## src/spu_pkg.sv

```systemverilog
`timescale 1ns / 1ps
// ----------------------------------------------------------------------------
// spu_pkg
// Shared types, codes and constants of the stored PNG RGBA unpacker.
// ----------------------------------------------------------------------------
package spu_pkg;

  typedef struct packed {
    logic [7:0] data_byte;
    logic       last_byte;
  } in_item_t;

  typedef struct packed {
    logic        kind;
    logic [7:0]  pixel_byte;
    logic [30:0] image_width;
    logic [30:0] image_height;
    logic [3:0]  status;
  } out_item_t;

  // Write strobes into the result queue; second is only set with first.
  typedef struct packed {
    logic first;
    logic second;
  } push_t;

  localparam logic KindPixel  = 1'b0;
  localparam logic KindStatus = 1'b1;

  localparam logic [3:0] StOk          = 4'd0;
  localparam logic [3:0] StBadSig      = 4'd1;
  localparam logic [3:0] StTruncChunk  = 4'd2;
  localparam logic [3:0] StShortHdr    = 4'd3;
  localparam logic [3:0] StUnsupported = 4'd4;
  localparam logic [3:0] StMissing     = 4'd5;
  localparam logic [3:0] StCompressed  = 4'd6;
  localparam logic [3:0] StOverrun     = 4'd7;
  localparam logic [3:0] StFilter      = 4'd8;
  localparam logic [3:0] StShortData   = 4'd9;

  localparam logic [31:0] TypeIhdr = 32'h4948_4452;
  localparam logic [31:0] TypeIdat = 32'h4944_4154;
  localparam logic [31:0] TypeIend = 32'h4945_4E44;

  localparam logic [7:0] HdrBitDepth      = 8'd8;
  localparam logic [7:0] HdrColorRgba     = 8'd6;
  localparam logic [7:0] HdrInterlaceNone = 8'd0;
  localparam logic [3:0] HdrLen           = 4'd13;
  localparam logic [7:0] FilterNone       = 8'd0;

  localparam int QueueDepth = 4;

  typedef enum logic [4:0] {
    PhSig  = 5'b00001,
    PhChdr = 5'b00010,
    PhBody = 5'b00100,
    PhCrc  = 5'b01000,
    PhEnd  = 5'b10000
  } phase_t;

  typedef enum logic [3:0] {
    StgZlib = 4'b0001,
    StgBhdr = 4'b0010,
    StgData = 4'b0100,
    StgDone = 4'b1000
  } stage_t;

  function automatic logic [7:0] sig_byte(input logic [2:0] idx);
    logic [7:0] b;
    case (idx)
      3'd0: b = 8'h89;
      3'd1: b = 8'h50;
      3'd2: b = 8'h4E;
      3'd3: b = 8'h47;
      3'd4: b = 8'h0D;
      3'd5: b = 8'h0A;
      3'd6: b = 8'h1A;
      3'd7: b = 8'h0A;
      default: b = 8'h00;
    endcase
    return b;
  endfunction

endpackage

```

## src/stored_png_rgba_unpacker_core.sv

```systemverilog
`timescale 1ns / 1ps
// ----------------------------------------------------------------------------
// stored_png_rgba_unpacker_core
// Byte-wide PNG reader for 8-bit RGBA images held in stored deflate blocks.
// ----------------------------------------------------------------------------
// Feed the file one byte per transfer and mark its final byte with last_byte.
// Every byte is parsed in the cycle it is taken and its results are offered
// from the next cycle, so the block accepts one byte per clock while in_stall is low; each byte
// yields at most one pixel byte, and the final byte adds a status result
// (kind 1) carrying the header width and height. Results go through a
// QUEUE_DEPTH-entry queue (default 4): in_stall rises while it holds more
// than QUEUE_DEPTH-2 results, so throughput stays at one byte per cycle as
// long as the consumer takes one result per cycle. Pixel bytes are sent
// before the verdict; drop them when the status is nonzero. After the status
// the parser is back in its reset state, ready for the next file.
module stored_png_rgba_unpacker_core #(
  parameter int QUEUE_DEPTH = spu_pkg::QueueDepth
) (
  input  logic               clk,
  input  logic               rst_n,
  input  logic               in_valid,
  output logic               in_stall,
  input  spu_pkg::in_item_t  in_data,
  output logic               out_valid,
  input  logic               out_stall,
  output spu_pkg::out_item_t out_data
);

  spu_pkg::phase_t phase_r, phase_nxt;
  spu_pkg::stage_t stage_r, stage_nxt;
  logic [3:0]  fc_r, fc_nxt;
  logic [31:0] cl_r, cl_nxt;
  logic [31:0] ck_r, ck_nxt;
  logic [31:0] hw_r, hw_nxt;
  logic [31:0] hh_r, hh_nxt;
  logic        seen_r, seen_nxt;
  logic [1:0]  zs_r, zs_nxt;
  logic [15:0] bl_r, bl_nxt;
  logic        bf_r, bf_nxt;
  logic        bb_r, bb_nxt;
  logic [2:0]  bc_r, bc_nxt;
  logic [32:0] rc_r, rc_nxt;
  logic [30:0] ri_r, ri_nxt;
  logic [3:0]  err_r, err_nxt;

  logic        in_acc, walk, last;
  logic [7:0]  b;
  logic        pix_emit;
  logic [31:0] kind_full;
  logic [3:0]  verdict;
  logic        dims_cur_ok, dims_upd_ok;

  spu_pkg::push_t     push;
  spu_pkg::out_item_t pix_item, stat_item;

  assign in_acc = in_valid && !in_stall;
  assign b      = in_data.data_byte;
  assign last   = in_data.last_byte;
  assign walk   = in_acc && (err_r == spu_pkg::StOk);

  assign dims_cur_ok = (hw_r != '0) && !hw_r[31] && (hh_r != '0) && !hh_r[31];
  assign dims_upd_ok = (hw_nxt != '0) && !hw_nxt[31] && (hh_nxt != '0) && !hh_nxt[31];

  always_comb begin
    phase_nxt = phase_r;
    stage_nxt = stage_r;
    fc_nxt    = fc_r;
    cl_nxt    = cl_r;
    ck_nxt    = ck_r;
    hw_nxt    = hw_r;
    hh_nxt    = hh_r;
    seen_nxt  = seen_r;
    zs_nxt    = zs_r;
    bl_nxt    = bl_r;
    bf_nxt    = bf_r;
    bb_nxt    = bb_r;
    bc_nxt    = bc_r;
    rc_nxt    = rc_r;
    ri_nxt    = ri_r;
    err_nxt   = err_r;
    pix_emit  = 1'b0;
    kind_full = {ck_r[23:0], b};

    if (walk) begin
      case (phase_r)
        spu_pkg::PhSig: begin
          if (b != spu_pkg::sig_byte(fc_r[2:0])) begin
            err_nxt = spu_pkg::StBadSig;
          end else if (fc_r == 4'd7) begin
            phase_nxt = spu_pkg::PhChdr;
            fc_nxt    = '0;
          end else begin
            fc_nxt = fc_r + 4'd1;
          end
        end
        spu_pkg::PhChdr: begin
          if (fc_r == 4'd0) begin
            cl_nxt = {24'd0, b};
            ck_nxt = '0;
          end else if (fc_r < 4'd4) begin
            cl_nxt = {cl_r[23:0], b};
          end else begin
            ck_nxt = kind_full;
          end
          if (fc_r == 4'd7) begin
            fc_nxt = '0;
            if (kind_full == spu_pkg::TypeIhdr) begin
              if (cl_r < 32'(spu_pkg::HdrLen)) begin
                err_nxt = spu_pkg::StShortHdr;
              end else if (zs_r != 2'd2) begin
                // header arriving once the stream has begun
                err_nxt = spu_pkg::StMissing;
              end else begin
                seen_nxt = 1'b1;
                hw_nxt   = '0;
                hh_nxt   = '0;
              end
            end
            phase_nxt = (cl_r != '0) ? spu_pkg::PhBody : spu_pkg::PhCrc;
          end else begin
            fc_nxt = fc_r + 4'd1;
          end
        end
        spu_pkg::PhBody: begin
          if (ck_r == spu_pkg::TypeIhdr) begin
            if (fc_r < 4'd4) begin
              hw_nxt = {hw_r[23:0], b};
            end else if (fc_r < 4'd8) begin
              hh_nxt = {hh_r[23:0], b};
            end else if (fc_r == 4'd8 && b != spu_pkg::HdrBitDepth) begin
              err_nxt = spu_pkg::StUnsupported;
            end else if (fc_r == 4'd9 && b != spu_pkg::HdrColorRgba) begin
              err_nxt = spu_pkg::StUnsupported;
            end else if (fc_r == 4'd12 && b != spu_pkg::HdrInterlaceNone) begin
              err_nxt = spu_pkg::StUnsupported;
            end
            if (fc_r < spu_pkg::HdrLen) begin
              fc_nxt = fc_r + 4'd1;
            end
          end else if (ck_r == spu_pkg::TypeIdat) begin
            case (stage_r)
              spu_pkg::StgZlib: begin
                if (zs_r == 2'd2 && !(seen_r && dims_cur_ok)) begin
                  err_nxt = spu_pkg::StMissing;
                end else begin
                  zs_nxt = zs_r - 2'd1;
                  if (zs_r == 2'd1) begin
                    stage_nxt = spu_pkg::StgBhdr;
                    bc_nxt    = '0;
                  end
                end
              end
              spu_pkg::StgBhdr: begin
                if (bc_r == 3'd0) begin
                  bf_nxt = b[0];
                  bb_nxt = (b[2:1] != 2'd0);
                end else if (bc_r == 3'd1) begin
                  bl_nxt = {8'd0, b};
                end else if (bc_r == 3'd2) begin
                  bl_nxt = {b, bl_r[7:0]};
                end
                bc_nxt = bc_r + 3'd1;
                // NLEN bytes are skipped; decide on the fifth header byte
                if (bc_r == 3'd4) begin
                  if (bb_r) begin
                    err_nxt = spu_pkg::StCompressed;
                  end else if (bl_r == '0) begin
                    stage_nxt = bf_r ? spu_pkg::StgDone : spu_pkg::StgBhdr;
                    bc_nxt    = '0;
                  end else begin
                    stage_nxt = spu_pkg::StgData;
                  end
                end
              end
              spu_pkg::StgData: begin
                if ({1'b0, ri_r} < hh_r) begin
                  if (rc_r == '0 && b != spu_pkg::FilterNone) begin
                    err_nxt = spu_pkg::StFilter;
                  end else begin
                    pix_emit = (rc_r != '0);
                    // end of row: column reached 4*width
                    if (rc_r >= {hw_r[30:0], 2'b00}) begin
                      rc_nxt = '0;
                      ri_nxt = ri_r + 31'd1;
                    end else begin
                      rc_nxt = rc_r + 33'd1;
                    end
                  end
                end
                bl_nxt = bl_r - 16'd1;
                if (bl_r == 16'd1) begin
                  stage_nxt = bf_r ? spu_pkg::StgDone : spu_pkg::StgBhdr;
                  bc_nxt    = '0;
                end
              end
              default: begin
              end
            endcase
          end
          cl_nxt = cl_r - 32'd1;
          if (cl_r == 32'd1) begin
            phase_nxt = spu_pkg::PhCrc;
            fc_nxt    = '0;
          end
        end
        spu_pkg::PhCrc: begin
          if (fc_r == 4'd3) begin
            fc_nxt    = '0;
            phase_nxt = (ck_r == spu_pkg::TypeIend) ? spu_pkg::PhEnd : spu_pkg::PhChdr;
          end else begin
            fc_nxt = fc_r + 4'd1;
          end
        end
        default: begin
        end
      endcase
    end
  end

  always_comb begin
    if (err_nxt != spu_pkg::StOk) begin
      verdict = err_nxt;
    end else if (phase_nxt == spu_pkg::PhSig) begin
      verdict = spu_pkg::StBadSig;
    end else if (phase_nxt == spu_pkg::PhBody || phase_nxt == spu_pkg::PhCrc) begin
      verdict = spu_pkg::StTruncChunk;
    end else if (!seen_nxt || !dims_upd_ok || zs_nxt != 2'd0) begin
      verdict = spu_pkg::StMissing;
    end else if (stage_nxt == spu_pkg::StgData && bl_nxt != '0) begin
      verdict = spu_pkg::StOverrun;
    end else if ({1'b0, ri_nxt} < hh_nxt) begin
      verdict = spu_pkg::StShortData;
    end else begin
      verdict = spu_pkg::StOk;
    end
  end

  always_comb begin
    pix_item              = '0;
    pix_item.kind         = spu_pkg::KindPixel;
    pix_item.pixel_byte   = b;
    stat_item             = '0;
    stat_item.kind        = spu_pkg::KindStatus;
    stat_item.image_width  = hw_nxt[30:0];
    stat_item.image_height = hh_nxt[30:0];
    stat_item.status      = verdict;
    push.first  = pix_emit || (in_acc && last);
    push.second = pix_emit && in_acc && last;
  end

  always_ff @(posedge clk) begin
    if (!rst_n || (in_acc && last)) begin
      phase_r <= spu_pkg::PhSig;
      stage_r <= spu_pkg::StgZlib;
      fc_r    <= '0;
      cl_r    <= '0;
      ck_r    <= '0;
      hw_r    <= '0;
      hh_r    <= '0;
      seen_r  <= 1'b0;
      zs_r    <= 2'd2;
      bl_r    <= '0;
      bf_r    <= 1'b0;
      bb_r    <= 1'b0;
      bc_r    <= '0;
      rc_r    <= '0;
      ri_r    <= '0;
      err_r   <= spu_pkg::StOk;
    end else begin
      phase_r <= phase_nxt;
      stage_r <= stage_nxt;
      fc_r    <= fc_nxt;
      cl_r    <= cl_nxt;
      ck_r    <= ck_nxt;
      hw_r    <= hw_nxt;
      hh_r    <= hh_nxt;
      seen_r  <= seen_nxt;
      zs_r    <= zs_nxt;
      bl_r    <= bl_nxt;
      bf_r    <= bf_nxt;
      bb_r    <= bb_nxt;
      bc_r    <= bc_nxt;
      rc_r    <= rc_nxt;
      ri_r    <= ri_nxt;
      err_r   <= err_nxt;
    end
  end

  spu_outq #(
    .DEPTH (QUEUE_DEPTH)
  ) u_outq (
    .clk         (clk),
    .rst_n       (rst_n),
    .push        (push),
    .wr0         (pix_emit ? pix_item : stat_item),
    .wr1         (stat_item),
    .almost_full (in_stall),
    .out_valid   (out_valid),
    .out_stall   (out_stall),
    .out_data    (out_data)
  );

endmodule

```

## src/spu_outq.sv

```systemverilog
`timescale 1ns / 1ps
// ----------------------------------------------------------------------------
// spu_outq
// Result queue: takes up to two results a cycle, hands out one per transfer.
// ----------------------------------------------------------------------------
module spu_outq #(
  parameter int DEPTH = spu_pkg::QueueDepth
) (
  input  logic              clk,
  input  logic              rst_n,
  input  spu_pkg::push_t    push,
  input  spu_pkg::out_item_t wr0,
  input  spu_pkg::out_item_t wr1,
  output logic              almost_full,
  output logic              out_valid,
  input  logic              out_stall,
  output spu_pkg::out_item_t out_data
);

  localparam int PW = (DEPTH > 1) ? $clog2(DEPTH) : 1;
  localparam int CW = $clog2(DEPTH + 1);

  spu_pkg::out_item_t mem [DEPTH];

  logic [PW-1:0] wr_ptr_r, wr_ptr_nxt, wr_ptr_p1;
  logic [PW-1:0] rd_ptr_r, rd_ptr_nxt;
  logic [CW-1:0] count_r, count_nxt;
  logic          pop;

  function automatic logic [PW-1:0] ptr_inc(input logic [PW-1:0] p);
    return (p == PW'(DEPTH - 1)) ? '0 : p + PW'(1);
  endfunction

  assign out_valid   = (count_r != '0);
  assign out_data    = mem[rd_ptr_r];
  assign pop         = out_valid && !out_stall;
  assign almost_full = (count_r > CW'(DEPTH - 2));
  assign wr_ptr_p1   = ptr_inc(wr_ptr_r);

  always_comb begin
    wr_ptr_nxt = wr_ptr_r;
    if (push.second) begin
      wr_ptr_nxt = ptr_inc(wr_ptr_p1);
    end else if (push.first) begin
      wr_ptr_nxt = wr_ptr_p1;
    end
    rd_ptr_nxt = pop ? ptr_inc(rd_ptr_r) : rd_ptr_r;
    count_nxt  = count_r + CW'(push.first) + CW'(push.second) - CW'(pop);
  end

  always_ff @(posedge clk) begin
    if (push.first) begin
      mem[wr_ptr_r] <= wr0;
    end
    if (push.second) begin
      mem[wr_ptr_p1] <= wr1;
    end
  end

  always_ff @(posedge clk) begin
    if (!rst_n) begin
      wr_ptr_r <= '0;
      rd_ptr_r <= '0;
      count_r  <= '0;
    end else begin
      wr_ptr_r <= wr_ptr_nxt;
      rd_ptr_r <= rd_ptr_nxt;
      count_r  <= count_nxt;
    end
  end

endmodule

```

## config.mk

```make
export PLATFORM = sky130hd
export DESIGN_NAME = stored_png_rgba_unpacker_core
export DESIGN_NICKNAME = d
export VERILOG_FILES = /design/src/spu_pkg.sv /design/src/stored_png_rgba_unpacker_core.sv /design/src/spu_outq.sv
export SDC_FILE = /design/constraint.sdc
export NUM_CORES = 1
export LEC_CHECK = 0
export BUFFER_PORTS_ARGS = -buffer_cell sky130_fd_sc_hd__buf_2
export CAP_MARGIN = 20
export CORE_MARGIN = 2
export CORE_UTILIZATION = 57
export CTS_CLUSTER_SIZE = 14
export DETAILED_ROUTE_END_ITERATION = 6
export PLACE_DENSITY = 0.8
export SLEW_MARGIN = 20
export SYNTH_ARGS = -nofsm -noshare
export SYNTH_HDL_FRONTEND = slang
export SYNTH_SLANG_ARGS = --single-unit
export TNS_END_PERCENT = 5
```

## constraint.sdc

```tcl
create_clock -name clk -period 5.2 [get_ports clk]
set_clock_uncertainty 0.05 [all_clocks]
set_input_delay 0.78 -clock clk [delete_from_list [all_inputs] [get_ports clk]]
set_output_delay 0.78 -clock clk [all_outputs]
set_load 0.02 [all_outputs]
```

Word-level counts from Yosys, hierarchy flattened
Memories as Yosys holds them, arrays and structs flattened. A register that Yosys moved wholly into a read port is not among the register bits.
Cells that the tools add are included.

word-level totals
  output and inout port bits = 77
  word-level logic and storage cells = 282
  register bits after elaboration = 240
  bits in latches = 0
  bits in writable memories = 300
  input port bits = 13
  memories kept = 2
  bits in read-only memories = 56

cells by class
  equal/unequal tests = 42
  muxes and demuxes = 135
  add/sub/neg operators = 13
  shift-type cells = 0
  $mul = 0
  reduce and logical (&&, ||, !) cells = 61
  div/mod/pow operators = 0
  bitwise gates (word level) = 2
  magnitude comparators = 8

memory list
  memory            depth  width  rd ports  clocked after Yosys merged registers in  wr ports  RTL line        RTL
  u_outq.mem        4      75     1         1                                        2         spu_outq.sv:23  spu_pkg::out_item_t mem [DEPTH];
  (name not given)  8      7      1         1                                        0         spu_pkg.sv:70   case (idx)

operator list
  cell                                                                    count
  32-bit two-way mux                                                      19
  31-bit two-way mux                                                      8
  32-bit one-hot mux with 2 select lines                                  3
  4-bit two-way mux                                                       42
  32-bit nonzero test                                                     5
  32-bit by 31-bit == test with 1-bit output (second input constant)      4
  16-bit two-way mux                                                      7
  75-bit two-way mux                                                      1
  31-bit by 32-bit < comparator with 1-bit output                         2
  4-bit one-hot mux with 3 select lines                                   3
  5-bit two-way mux                                                       7
  33-bit by 1-bit adder with 33-bit output (second input constant)        1
  33-bit >= comparator                                                    1
  33-bit logical NOT                                                      1
  33-bit two-way mux                                                      1
  33-bit nonzero test                                                     1
  32-bit by 1-bit == test with 1-bit output (second input constant)       1
  32-bit by 4-bit < comparator with 1-bit output (second input constant)  1
  16-bit one-hot mux with 2 select lines                                  1
  32-bit by 1-bit subtractor with 32-bit output (second input constant)   1
  31-bit by 1-bit adder with 31-bit output (second input constant)        1
  2-bit two-way mux                                                       13
  3-bit two-way mux                                                       8
  5-bit one-hot mux with 4 select lines                                   1
  50 further kinds                                                        128

Longest topological paths before layout
  word-level depth = 21
  gate-level depth with buffers = 23
  gate-level depth less buffers = 22

Cells and area by module
From an unflattened synthesis, not the netlist that was laid out.

second synthesis, totals
  cell total of the unflattened synthesis = 2836
  area total of the unflattened synthesis = 30458.0 sq um

modules (own cells, without submodules)
  module                         sequential area each (sq um)  instances  area each (sq um)  cells an instance
  stored_png_rgba_unpacker_core  4804.6                        1          15295.9            2050
  spu_outq                       9188.8                        1          15162.0            786

Worst setup path after synthesis
Ideal clock, no wire load.

  kind = reg-to-reg
  from = reg err_r[0]
  to = mem u_outq.mem[0][0] in the netlist's numbering (data pin)
  data arrival time = 5.045 ns
  clock period less this slack = 5.360 ns
  path slack = -0.160 ns
  cell stages (with the launch flop) = 22
  setup time = 0.266 ns
  path buffers = 1
  required time = 4.884 ns
  cells stage by stage = dfxtp_1 > or4_4 > a211o_1 > or4_4 > or2_0 > or3_1 > or4_4 > or4b_1 > buf_2 > nor3_4 > xor2_1 > ha_1 > nand4_1 > nor2_1 > nand3_1 > nor3_1 > and2_1 > nand3_1 > a21oi_1 > nor4_1 > a221oi_2 > nor2_1

RTL lines
  item                    RTL line                              RTL
  start, declared         stored_png_rgba_unpacker_core.sv:44   logic [3:0] err_r, err_nxt;
  start signal, assigned  stored_png_rgba_unpacker_core.sv:268  err_r <= spu_pkg::StOk;
  start signal, assigned  stored_png_rgba_unpacker_core.sv:285  err_r <= err_nxt;
  end, declared           spu_outq.sv:23

==> key figures <==
Synth
  – Asr flop ratio synth: 0
  – Top-count cell post-synth: nor2_1
  – Register bit count reported by yosys: 549
  – Top cells by count, synth: nor2_1, dfxtp_1, edfxtp_1
  – Number of flops mapped to enable cells by yosys: 264
  – Post-Synthesis Cells: 2,746
  – Ys flop type: dfxtp_1
  – Synthesized area per cell: 9.957 um2
  – Syn nets: 2,881
  – Post-synth top area share: 0.2899
  – Top cells by area, synth: edfxtp_1, dfxtp_1, nor2_1
  – Distinct cells, synth: 84
  – Area leader, netlist: edfxtp_1
  – Post-synthesis sequential area ratio: 0.4986
  – Cell Area, Synth: 0.02734 mm2
  – Ys Warns: 0

Timing
  – RSZ-0062 raised after global routing: true
  – Final Cycle Share: 1.052
  – Worst Tran Pin Value: 1066 ps
  – Min Tclk post-route: 5470 ps
  – Max-slew violations: 0
  – Highest clock rate: 0.1828 GHz
  – Worst setup margin: -269.9 ps
  – Final Hold Vio Count: 0
  – Final setup vio count: 8
  – Worst slew margin: 0.2879

Global route
  – Vias in the first global route: 21,993
  – Congestion Overflow GR: 0
  – GRT Util Overall: 0.3079
  – Initial antenna violation count: 2
  – Largest net degree at the start of global routing: 146
  – First-pass GRT wire length: 121,000 um

Routing
  – ANT nets after route: 0
  – Starting DRT DRC Count: 2,695
  – Wirelength per Cell: 21.67 um
  – Avg Vias per Cell: 6.340
  – Residual DRC: 1
  – Pre-antenna DRT Iters: 7
  – Vias: 22,875
  – Total routed wirelength: 78,180 um

Setup path
  – Max Fanout on Critical Path: 5
  – Most used cell, CP: or4_4
  – Arr. time, crit path: 5790 ps
  – WS Path Type: flop to flop
  – CP max-delay cell: or4b_4
  – Worst EP required: 5520 ps
  – Slowest stage delay, CP: 550 ps
  – CP endpoint kind: flop
  – Critical path cell sequence: or4_4 > a211o_1 > or4_4 > or2_4 > or3_4 > or4_4 > or4b_4 > buf_6 > nor3_4 > xor2_1 > ha_1 > nand4_1 > nor2_1 > nand3_1 > nor3_2 > and2_4 > nand3_1 > a21oi_2 > nor4_1 > a221oi_2 > nor2_1
  – Startpoint types: flop

Die
  – Die height: 223.0 um
  – Die width: 223.0 um
  – Initial Utilization: 0.5751
  – Total core area: 0.04755 mm2
  – Die Area: 0.04974 mm2
  – # IOs: 90
  – Row cnt: 80

Clock network
  – H-Tree Depth: 2
  – TritonCTS clock tree: yes
  – Cts hold-fix bufs: 0
  – Clk pin slew, worst setup/hold paths: 60 ps
  – Total CTS buffers: 55
  – CTS Root Cell: clkbuf_16
  – Skew-Pair Late Insertion Delay: 650 ps
  – Max clock buf depth: 3
  – TritonCTS Sinks: 549

Finish
  – Area delta synth->final: 16.18%
  – Layout cells sized above 1: 0.1775
  – Design area: 0.03177 mm2
  – Total Nets Final: 3,081
  – Fin util: 0.6681
  – Final Non-Filler Cells: 3,608

Placement
  – Dpl cells: 3,504
  – Port bufs: 89
  – GP Congestion: 0.9663
  – Hpwl dp: 52,210 um
  – DP Area: 0.02982 mm2

Run
  – Max Cap Violations: 0

Outcome
  – Status: complete, but fails checks
  – Violated checks: design-rule violations, negative setup slack

Power
  – Power Total: 10.35 mW
  – PD cells: 325.7 mW/mm2
  – P_leak: 11.85 nW
  – VDD IR max: 0.0003608 V

Min path
  – Worst min path class: flop to flop
==> cell type report <==
cell class / count / area (um2)
Sequential cell: 549 / 13640
Multi-Input combinational cell: 1931 / 12910
Antenna cell: 1 / 2.502
Clock inverter: 19 / 229.0
Tap cell: 615 / 769.5
Inverter: 109 / 409.1
Fill cell: 3455 / 15780
Clock buffer: 84 / 1642
Timing Repair Buffer: 300 / 2166
==> critical path, delay by kind of cell, from the launching register on <==
family / cells / cell delay, ps
flip-flops: 1 / 320
AND/OR/NAND/NOR: 15 / 3600
AO/OA/AOI/OAI: 3 / 700
buffers and inverters: 1 / 150
XOR/XNOR: 1 / 100
adder cells (fa/ha/maj): 1 / 300
==> power breakdown <==
part,internal [mW],switching [mW],leakage [nW]
sequential,4.64,0.125,5.03
combinational,0.571,0.924,5.91
clock,2.34,1.74,0.916
total,7.55,2.79,11.9
==> cells in the final DEF, fill, tap and decap left out, types with 10 or more instances in the layout <==
cell type,n
nor2_1,545
dfxtp_1,282
edfxtp_1,264
buf_4,200
nand2_1,158
a21oi_1,155
ha_1,120
inv_1,109
o21ai_0,89
buf_2,89
mux4_2,75
a22oi_1,66
nor2b_1,65
clkbuf_16,59
nand3_1,54
nor4_1,52
and3_1,50
xor2_1,45
nor3_1,43
a211oi_1,41
nand4_1,39
xnor2_1,31
and2_1,29
a31oi_1,17
clkbuf_1,17
or3_1,13
o211ai_1,13
and4_1,11
mux2i_1,11
a32o_1,10
clkinv_2,10
==> worst paths after layout <==
| check | depth (start not counted) | end | slack (ps) | from |
|---|---|---|---|---|
| max | 21 | u_outq.mem[1][0] | -270 | err_r[0] |
| min | 2 | u_outq.mem[1][74] | 410 | u_outq.mem[1][74] |
| max reg2reg | 21 | u_outq.mem[1][0] | -270 | err_r[0] |
| min reg2reg | 2 | u_outq.mem[1][74] | 410 | u_outq.mem[1][74] |
==> logic make-up (layout without fill, tap and decap cells) <==
group                    count (synthesis)  count (layout)  synth area share
AO/OA/AOI/OAI                          485             485            0.1133
buffers and inverters                  266             512           0.03665
AND/OR/NAND/NOR                       1155            1155            0.2020
adder cells (fa/ha/maj)                122             122           0.05638
multiplexers                            93              93           0.06869
flip-flops                             549             549            0.4986
XOR/XNOR                                76              76           0.02434
other                                    0               1                 0
==> stage by stage <==
stage / hold WS [ps] / worst slack (ps) / TNS [ps]
3_3_place_gp: 381.7 / -433.9 / -3363
4_1_cts: 406.0 / -236.6 / -1499
5_1_grt: 426.6 / -514.2 / -3697
6_report: 411.5 / -269.9 / -1751
2_1_floorplan: 368.4 / -95.98 / -639.8
3_5_place_dp: 388.8 / -553.9 / -4304
==> layer usage <==
metal	vias to the layer above	global-route usage	share of wire	wire length (um)
li1	10339	-	-	-
met3	202	0.05768	0.095	7448
met4	4	0.1152	0.035	2704
met2	1266	0.5007	0.47	36360
met1	11064	0.4121	0.40	31630
met5	-	0.002933	0.00035	27
==> flip-flops by register name (all words and copies together), names as in the netlist, named ones only <==
signal / cells
ri_r: 31
ck_r: 32
hh_r: 32
fc_r: 4
cl_r: 32
zs_r: 2
phase_r: 5
u_outq.rd_ptr_r: 2
seen_r: 1
rc_r: 33
err_r: 4
bl_r: 16
bc_r: 3
u_outq.mem: 300
u_outq.count_r: 3
bf_r: 1
stage_r: 4
u_outq.wr_ptr_r: 2
bb_r: 1
hw_r: 32
==> repair_timing <==
item                       4_1_cts  5_1_grt
setup endpoints to repair        8        8
setup buffers                    1        0
pin swaps                       11        2
resized for setup               11        3
(Power assumes the default switching activity.)
